## config.mk

```make
export PLATFORM = sky130hd
export DESIGN_NAME = gbcg_controller
export DESIGN_NICKNAME = d
export VERILOG_FILES = /design/src/sv/gbcg_pkg.sv /design/src/sv/gbcg_controller.sv
export SDC_FILE = /design/constraint.sdc
export NUM_CORES = 1
export LEC_CHECK = 0
export BUFFER_PORTS_ARGS = -buffer_cell sky130_fd_sc_hd__buf_4
export CORE_AREA = 4 4 41 43
export CTS_BUF_LIST = sky130_fd_sc_hd__clkbuf_8
export CTS_CLUSTER_DIAMETER = 200
export DETAILED_ROUTE_END_ITERATION = 6
export DIE_AREA = 0 0 45 47
export PLACE_DENSITY = 0.35
export SYNTH_ARGS = -nofsm -noshare
export SYNTH_HDL_FRONTEND = slang
export SYNTH_SLANG_ARGS = --single-unit
```

## constraint.sdc

```tcl
create_clock -name aclk -period 1.42 [get_ports aclk]
set_clock_uncertainty 0.15 [all_clocks]
set_input_delay 0.071 -clock aclk [delete_from_list [all_inputs] [get_ports aclk]]
set_output_delay 0.071 -clock aclk [all_outputs]
set_load 0.05 [all_outputs]
```

## src/sv/gbcg_pkg.sv

```systemverilog
`default_nettype none

package gbcg_pkg;

    localparam int SLOTS       = 128;
    localparam int SLOT_W      = (SLOTS > 1) ? $clog2(SLOTS) : 1;
    localparam int SLOT_CNT_W  = $clog2(SLOTS + 1);
    localparam int CODES       = 256;
    localparam int CODE_W      = 8;
    localparam int ROW_W       = 4;
    localparam int ROWS        = 16;
    localparam int GLYPH_DEPTH = SLOTS * ROWS;
    localparam int GADDR_W     = SLOT_W + ROW_W;
    localparam int BITS_W      = 16;
    localparam int POS_W       = 12;
    localparam int ROWY_W      = 13;
    localparam int MWIDTH_W    = 5;
    localparam int COLOR_W     = 8;
    localparam int FMT_W       = 2;

    localparam logic [FMT_W-1:0] FMT_8X8       = 2'd0;
    localparam logic [FMT_W-1:0] FMT_8X16      = 2'd1;
    localparam logic [FMT_W-1:0] FMT_16X16     = 2'd2;
    localparam logic [FMT_W-1:0] FMT_16X16_ALT = 2'd3;

    localparam logic CMD_DEFINE = 1'b0;
    localparam logic CMD_DRAW   = 1'b1;

    localparam logic [ROW_W-1:0] LAST_ROW_SHORT = 4'd7;
    localparam logic [ROW_W-1:0] LAST_ROW_TALL  = 4'd15;

    localparam logic [MWIDTH_W-1:0] MWIDTH_NARROW = 5'd8;
    localparam logic [MWIDTH_W-1:0] MWIDTH_WIDE   = 5'd16;

    typedef struct packed {
        logic load;
        logic alloc;
        logic write_one;
        logic sweep;
        logic issue;
    } gbcg_cmd_t;

    typedef struct packed {
        logic is_draw;
        logic row_ok;
        logic mapped;
        logic bank_full;
        logic cnt_done;
        logic issue_ready;
    } gbcg_sts_t;

endpackage

`default_nettype wire

```

## src/sv/gbcg_controller.sv

```systemverilog
`default_nettype none

module gbcg_controller
    import gbcg_pkg::*;
(
    input  wire logic      aclk,
    input  wire logic      aresetn,
    input  wire logic      in_valid,
    output logic           in_ready,
    input  wire gbcg_sts_t sts,
    output gbcg_cmd_t      cmd
);

    typedef enum logic [1:0] {
        ST_IDLE,
        ST_LOOKUP,
        ST_CLEAR,
        ST_DRAW
    } state_t;

    state_t state_reg;
    state_t state_next;

    always_comb begin
        state_next    = state_reg;
        in_ready      = 1'b0;
        cmd           = '0;
        unique case (state_reg)
            ST_IDLE: begin
                in_ready = 1'b1;
                if (in_valid) begin
                    cmd.load   = 1'b1;
                    state_next = ST_LOOKUP;
                end
            end
            ST_LOOKUP: begin
                state_next = ST_IDLE;
                if (sts.is_draw) begin
                    if (sts.mapped) begin
                        state_next = ST_DRAW;
                    end
                end else if (sts.row_ok) begin
                    if (sts.mapped) begin
                        cmd.write_one = 1'b1;
                    end else if (!sts.bank_full) begin
                        cmd.alloc  = 1'b1;
                        state_next = ST_CLEAR;
                    end
                end
            end
            ST_CLEAR: begin
                cmd.sweep = 1'b1;
                if (sts.cnt_done) begin
                    state_next = ST_IDLE;
                end
            end
            ST_DRAW: begin
                if (sts.issue_ready) begin
                    cmd.issue = 1'b1;
                    if (sts.cnt_done) begin
                        state_next = ST_IDLE;
                    end
                end
            end
            default: begin
                state_next = ST_IDLE;
            end
        endcase
    end

    always_ff @(posedge aclk) begin
        if (!aresetn) begin
            state_reg <= ST_IDLE;
        end else begin
            state_reg <= state_next;
        end
    end

    a_alloc_then_clear: assert property (@(posedge aclk) disable iff (!aresetn)
        cmd.alloc |=> state_reg == ST_CLEAR)
        else $error("allocation not followed by slot clear");

    a_load_only_idle: assert property (@(posedge aclk) disable iff (!aresetn)
        cmd.load |-> state_reg == ST_IDLE && in_valid)
        else $error("item taken outside idle");

    a_clear_length: assert property (@(posedge aclk) disable iff (!aresetn)
        (state_reg == ST_CLEAR && !sts.cnt_done) |=> state_reg == ST_CLEAR)
        else $error("slot clear cut short");

endmodule

`default_nettype wire

```

# Word level (Yosys, flattened, before mapping)
# Cells that the tools add are included.
# totals
regBits	2
wordCells	29
# classes
eq_ne	5
n_mux	21
n_reduce_logical	2
# ops
op	n
2-bit 2-to-1 mux	11
1-bit 2-to-1 mux	9
2-bit case mux with 4 select lines	1
2-bit == test (second input constant)	2
2-bit != test (second input constant)	2
2-bit by 1-bit == test with 1-bit output (second input constant)	1
2-bit zero test	1
2-bit AND reduction	1

# Depth between registers and ports, before layout
# depth
word_depth	5
depth_mapped	3
ltp_nobuf	3

# Least setup slack after synthesis
# OpenSTA, ideal clock, no wires.
# synth_path
kind	register to output
start	reg state_reg[1]
end	out cmd[4] (netlist bit)
arrival_time_ns	1.568
setup_slack_ns	-0.369
path_stages_with_launch	3
n_path_buf	0
cell_sequence	dfxtp_1 > nor2_1 > and2_1
# synth_lines
element	line_no	text
start, declared	gbcg_controller.sv:21	state_t state_reg;
start signal, assigned	gbcg_controller.sv:75	state_reg <= state_next;
end, declared	gbcg_controller.sv:11	output gbcg_cmd_t cmd

==> run_results.csv <==
group,metric,value,unit
setup_path,cp-end-kind,"output port",
cells_and_area,nFillCells,147,
logic_synthesis,synth_top_area_share,25.20,%
floorplan,dieArea,2115,um2
power_and_ir_drop,ir_worst_vdd,0.0005146,V
timing,setup_viol,1,
power_and_ir_drop,comb_power_share,24.9,%
cells_and_area,nNetsFinal,51,
logic_synthesis,yosysSeqAreaShare,25.20,%
power_and_ir_drop,p_leak,0.1851,nW
clock_tree,cts_htree_levels,1,
power_and_ir_drop,p_int,283.8,uW
drt,post_drt_wl_per_cell,10.49,um
timing,timing.final.crit_period,1.492,ns
power_and_ir_drop,p_sw,100.2,uW
cells_and_area,largest_reg_flops,2,
timing,slew_headroom,84.30,%
setup_path,path_cells,"nor4bb_4 > nor3b_4 > buf_6",
drt,drt_wl_total,577,um
placement,routabilityCongestion,0.6599,
logic_synthesis,ys_seq_elements,2,
power_and_ir_drop,swShare,26.09,%
logic_synthesis,synth_area_leaders,"dfxtp_1, and3_2, o21a_1",
drt,drc,0,
power_and_ir_drop,p_per_area,971.1,nW/um2
setup_path,slowest_delay,0.34,ns
power_and_ir_drop,seqPwrFrac,17.0,%
clock_tree,cts-buffers-inserted,3,
cells_and_area,drive_gt1_share,72.50,%
floorplan,die_x,45,um
job,cap_violations,0,
floorplan,start_util,12.21,%
logic_synthesis,yosys.area.top_type,"dfxtp_1",
outcome,status,"complete, but fails checks",
timing,finalMaxSlewViolations,0,
timing,rsz0062_at_grt,"true",
global_route,grt_max_degree,10,
floorplan,pin_count,15,
clock_tree,cts_tree,"done",
placement,io_buffers,14,
drt,drt_iter0_drc,1,
timing,tightest_slew,0.2351,ns
drt,firstDrtPassIters,2,
setup_path,start_kind,"flop",
outcome,violations,"setup timing",
drt,num_vias,219,
timing,min_period_over_period,105.1,%
setup_path,cp.required,1.20,ns
logic_synthesis,syn_inst,19,
timing,timing.final.ws_setup,-0.07195,ns
timing,max_freq,670.3,MHz
drt,ant_nets,0,
setup_path,arrival,1.27,ns
setup_path,cp_max_fo,2,
cells_and_area,antennaDiodeCount,0,
logic_synthesis,ys_warn_count,0,
setup_path,path_class,"flop to output port",
clock_tree,cts_root_buf,"clkbuf_8",
power_and_ir_drop,pwr-share-clk,58.1,%
logic_synthesis,syn_avg_cell_area,8.363,um2
setup_path,cp_slowest_cell,"dfxtp_4",
logic_synthesis,synthTopCellsByCount,"a31oi_1, and3_2, dfxtp_1, o21a_1",
clock_tree,clkTransAtPathRegs,0.03,ns
drt,vias_per_cell,3.982,
logic_synthesis,async_reset_ff_share,0,%
clock_tree,cts.sinks,2,
timing,setup_tns,-0.07195,ns
logic_synthesis,synthesis.nets,28,
logic_synthesis,syn-cell-area,158.9,um2
floorplan,die_h,47,um
floorplan,core,1301,um2
clock_tree,clk_path_buf_depth,2,
logic_synthesis,synth_edf_count,0,
global_route,grt_overflow,0,
logic_synthesis,ys.flop_type,"dfxtp_1",
global_route,antenna_found_initial,0,
global_route,grt_pass1_wl,1000,um
global_route,grt_util_all_layers,7.098,%
timing,hold_viol_final,0,
logic_synthesis,ys_types,15,
global_route,grt_pass1_vias,226,
power_and_ir_drop,total_power,383.9,uW
cells_and_area,area_delta_synth_final,148.8,%
clock_tree,clk_latency,0.21,ns
floorplan,placementRows,13,
min_path,hp-class,"input pin to flop",
==> metrics by stage <==
stage | std cells | hold WS (ns) | cell area, um2 | setup slack (ns) | util (%)
3_3_place_gp | 48 | 0.1486 | 300.3 | 0.1121 | 23.08
6_report | 55 | 0.08430 | 395.4 | -0.07195 | 30.38
3_5_place_dp | 48 | 0.1411 | 300.3 | 0.08063 | 23.08
5_1_grt | 55 | 0.1204 | 395.4 | -0.1227 | 30.38
2_1_floorplan | 19 | 0.03847 | 176.4 | -0.1196 | -
4_1_cts | 54 | 0.08824 | 381.6 | -0.06091 | 29.33
==> metal layers <==
metal	GRT usage [%]	part of all wire, %	up-vias
li1	-	-	112
met1	7.014	38	99
met2	10.45	53	8
met3	4.981	8.8	0
met4	5.263	0	0
met5	0	0	-
==> cells in the final DEF, fill, tap and decap left out, drive strengths merged <==
master / count
and2: 2
buf: 17
dlygate4sd3: 1
nand2: 1
a31oi: 2
nor2: 1
nand2b: 1
o21a: 2
and3: 2
dfxtp: 2
nor3b: 1
or2b: 1
nor4bb: 1
a21oi: 1
and2b: 1
clkbuf: 3
nand3: 1
==> cell families (layout without fill, tap and decap cells) <==
kind of cell / count (synthesis) / in the layout / synth area share [%]
AO/OA/AOI/OAI: 5 / 5 / 20.47
AND/OR/NAND/NOR: 12 / 12 / 54.33
flip-flops: 2 / 2 / 25.20
buffers and inverters: 0 / 21 / 0
==> worst max-delay path, delay by kind of cell, from the launching register on <==
kind | cells | cell delay, ns
DFF | 1 | 0.34
and+or+nand+nor | 2 | 0.54
buffers and inverters | 1 | 0.18
==> cell type report <==
type | count | area, um2 | share of cell area [%]
well taps | 15 | 18.77 | 4.747
multi-input cells | 17 | 142.6 | 36.08
clock buffers | 3 | 41.29 | 10.44
repair buffers | 18 | 145.1 | 36.71
flip-flops and latches | 2 | 47.55 | 12.03
==> final timing paths <==
path           startpoint      endpoint  slack, ns  depth (start not counted)
max          state_reg[1]        cmd[3]      -0.07                          3
min                sts[1]  state_reg[1]       0.08                          3
max reg2reg  state_reg[1]  state_reg[1]       0.02                          5
min reg2reg  state_reg[0]  state_reg[0]       0.53                          3
==> power by group through the flow <==
stage | sequential, mW | combinational (mW) | clock [mW]
global placement | 0.0695 | 0.0865 | 0
global route | 0.0661 | 0.102 | 0.243
detailed placement | 0.0694 | 0.0860 | 0
CTS | 0.0661 | 0.0955 | 0.225
floorplan | 0.0672 | 0.0493 | 0
finish | 0.0652 | 0.0958 | 0.223
==> repair_timing <==
action / in CTS / in global routing
endpoints found under the setup margin: 2 / 2
buffers inserted: 2 / 1
gates resized for setup: 3 / 2
hold buffers: 1 / 0
gates cloned: 0 / 0
pin swaps: 1 / 1
endpoints found under the hold margin: 2 / 0
Power figures use the tool's default switching activity.
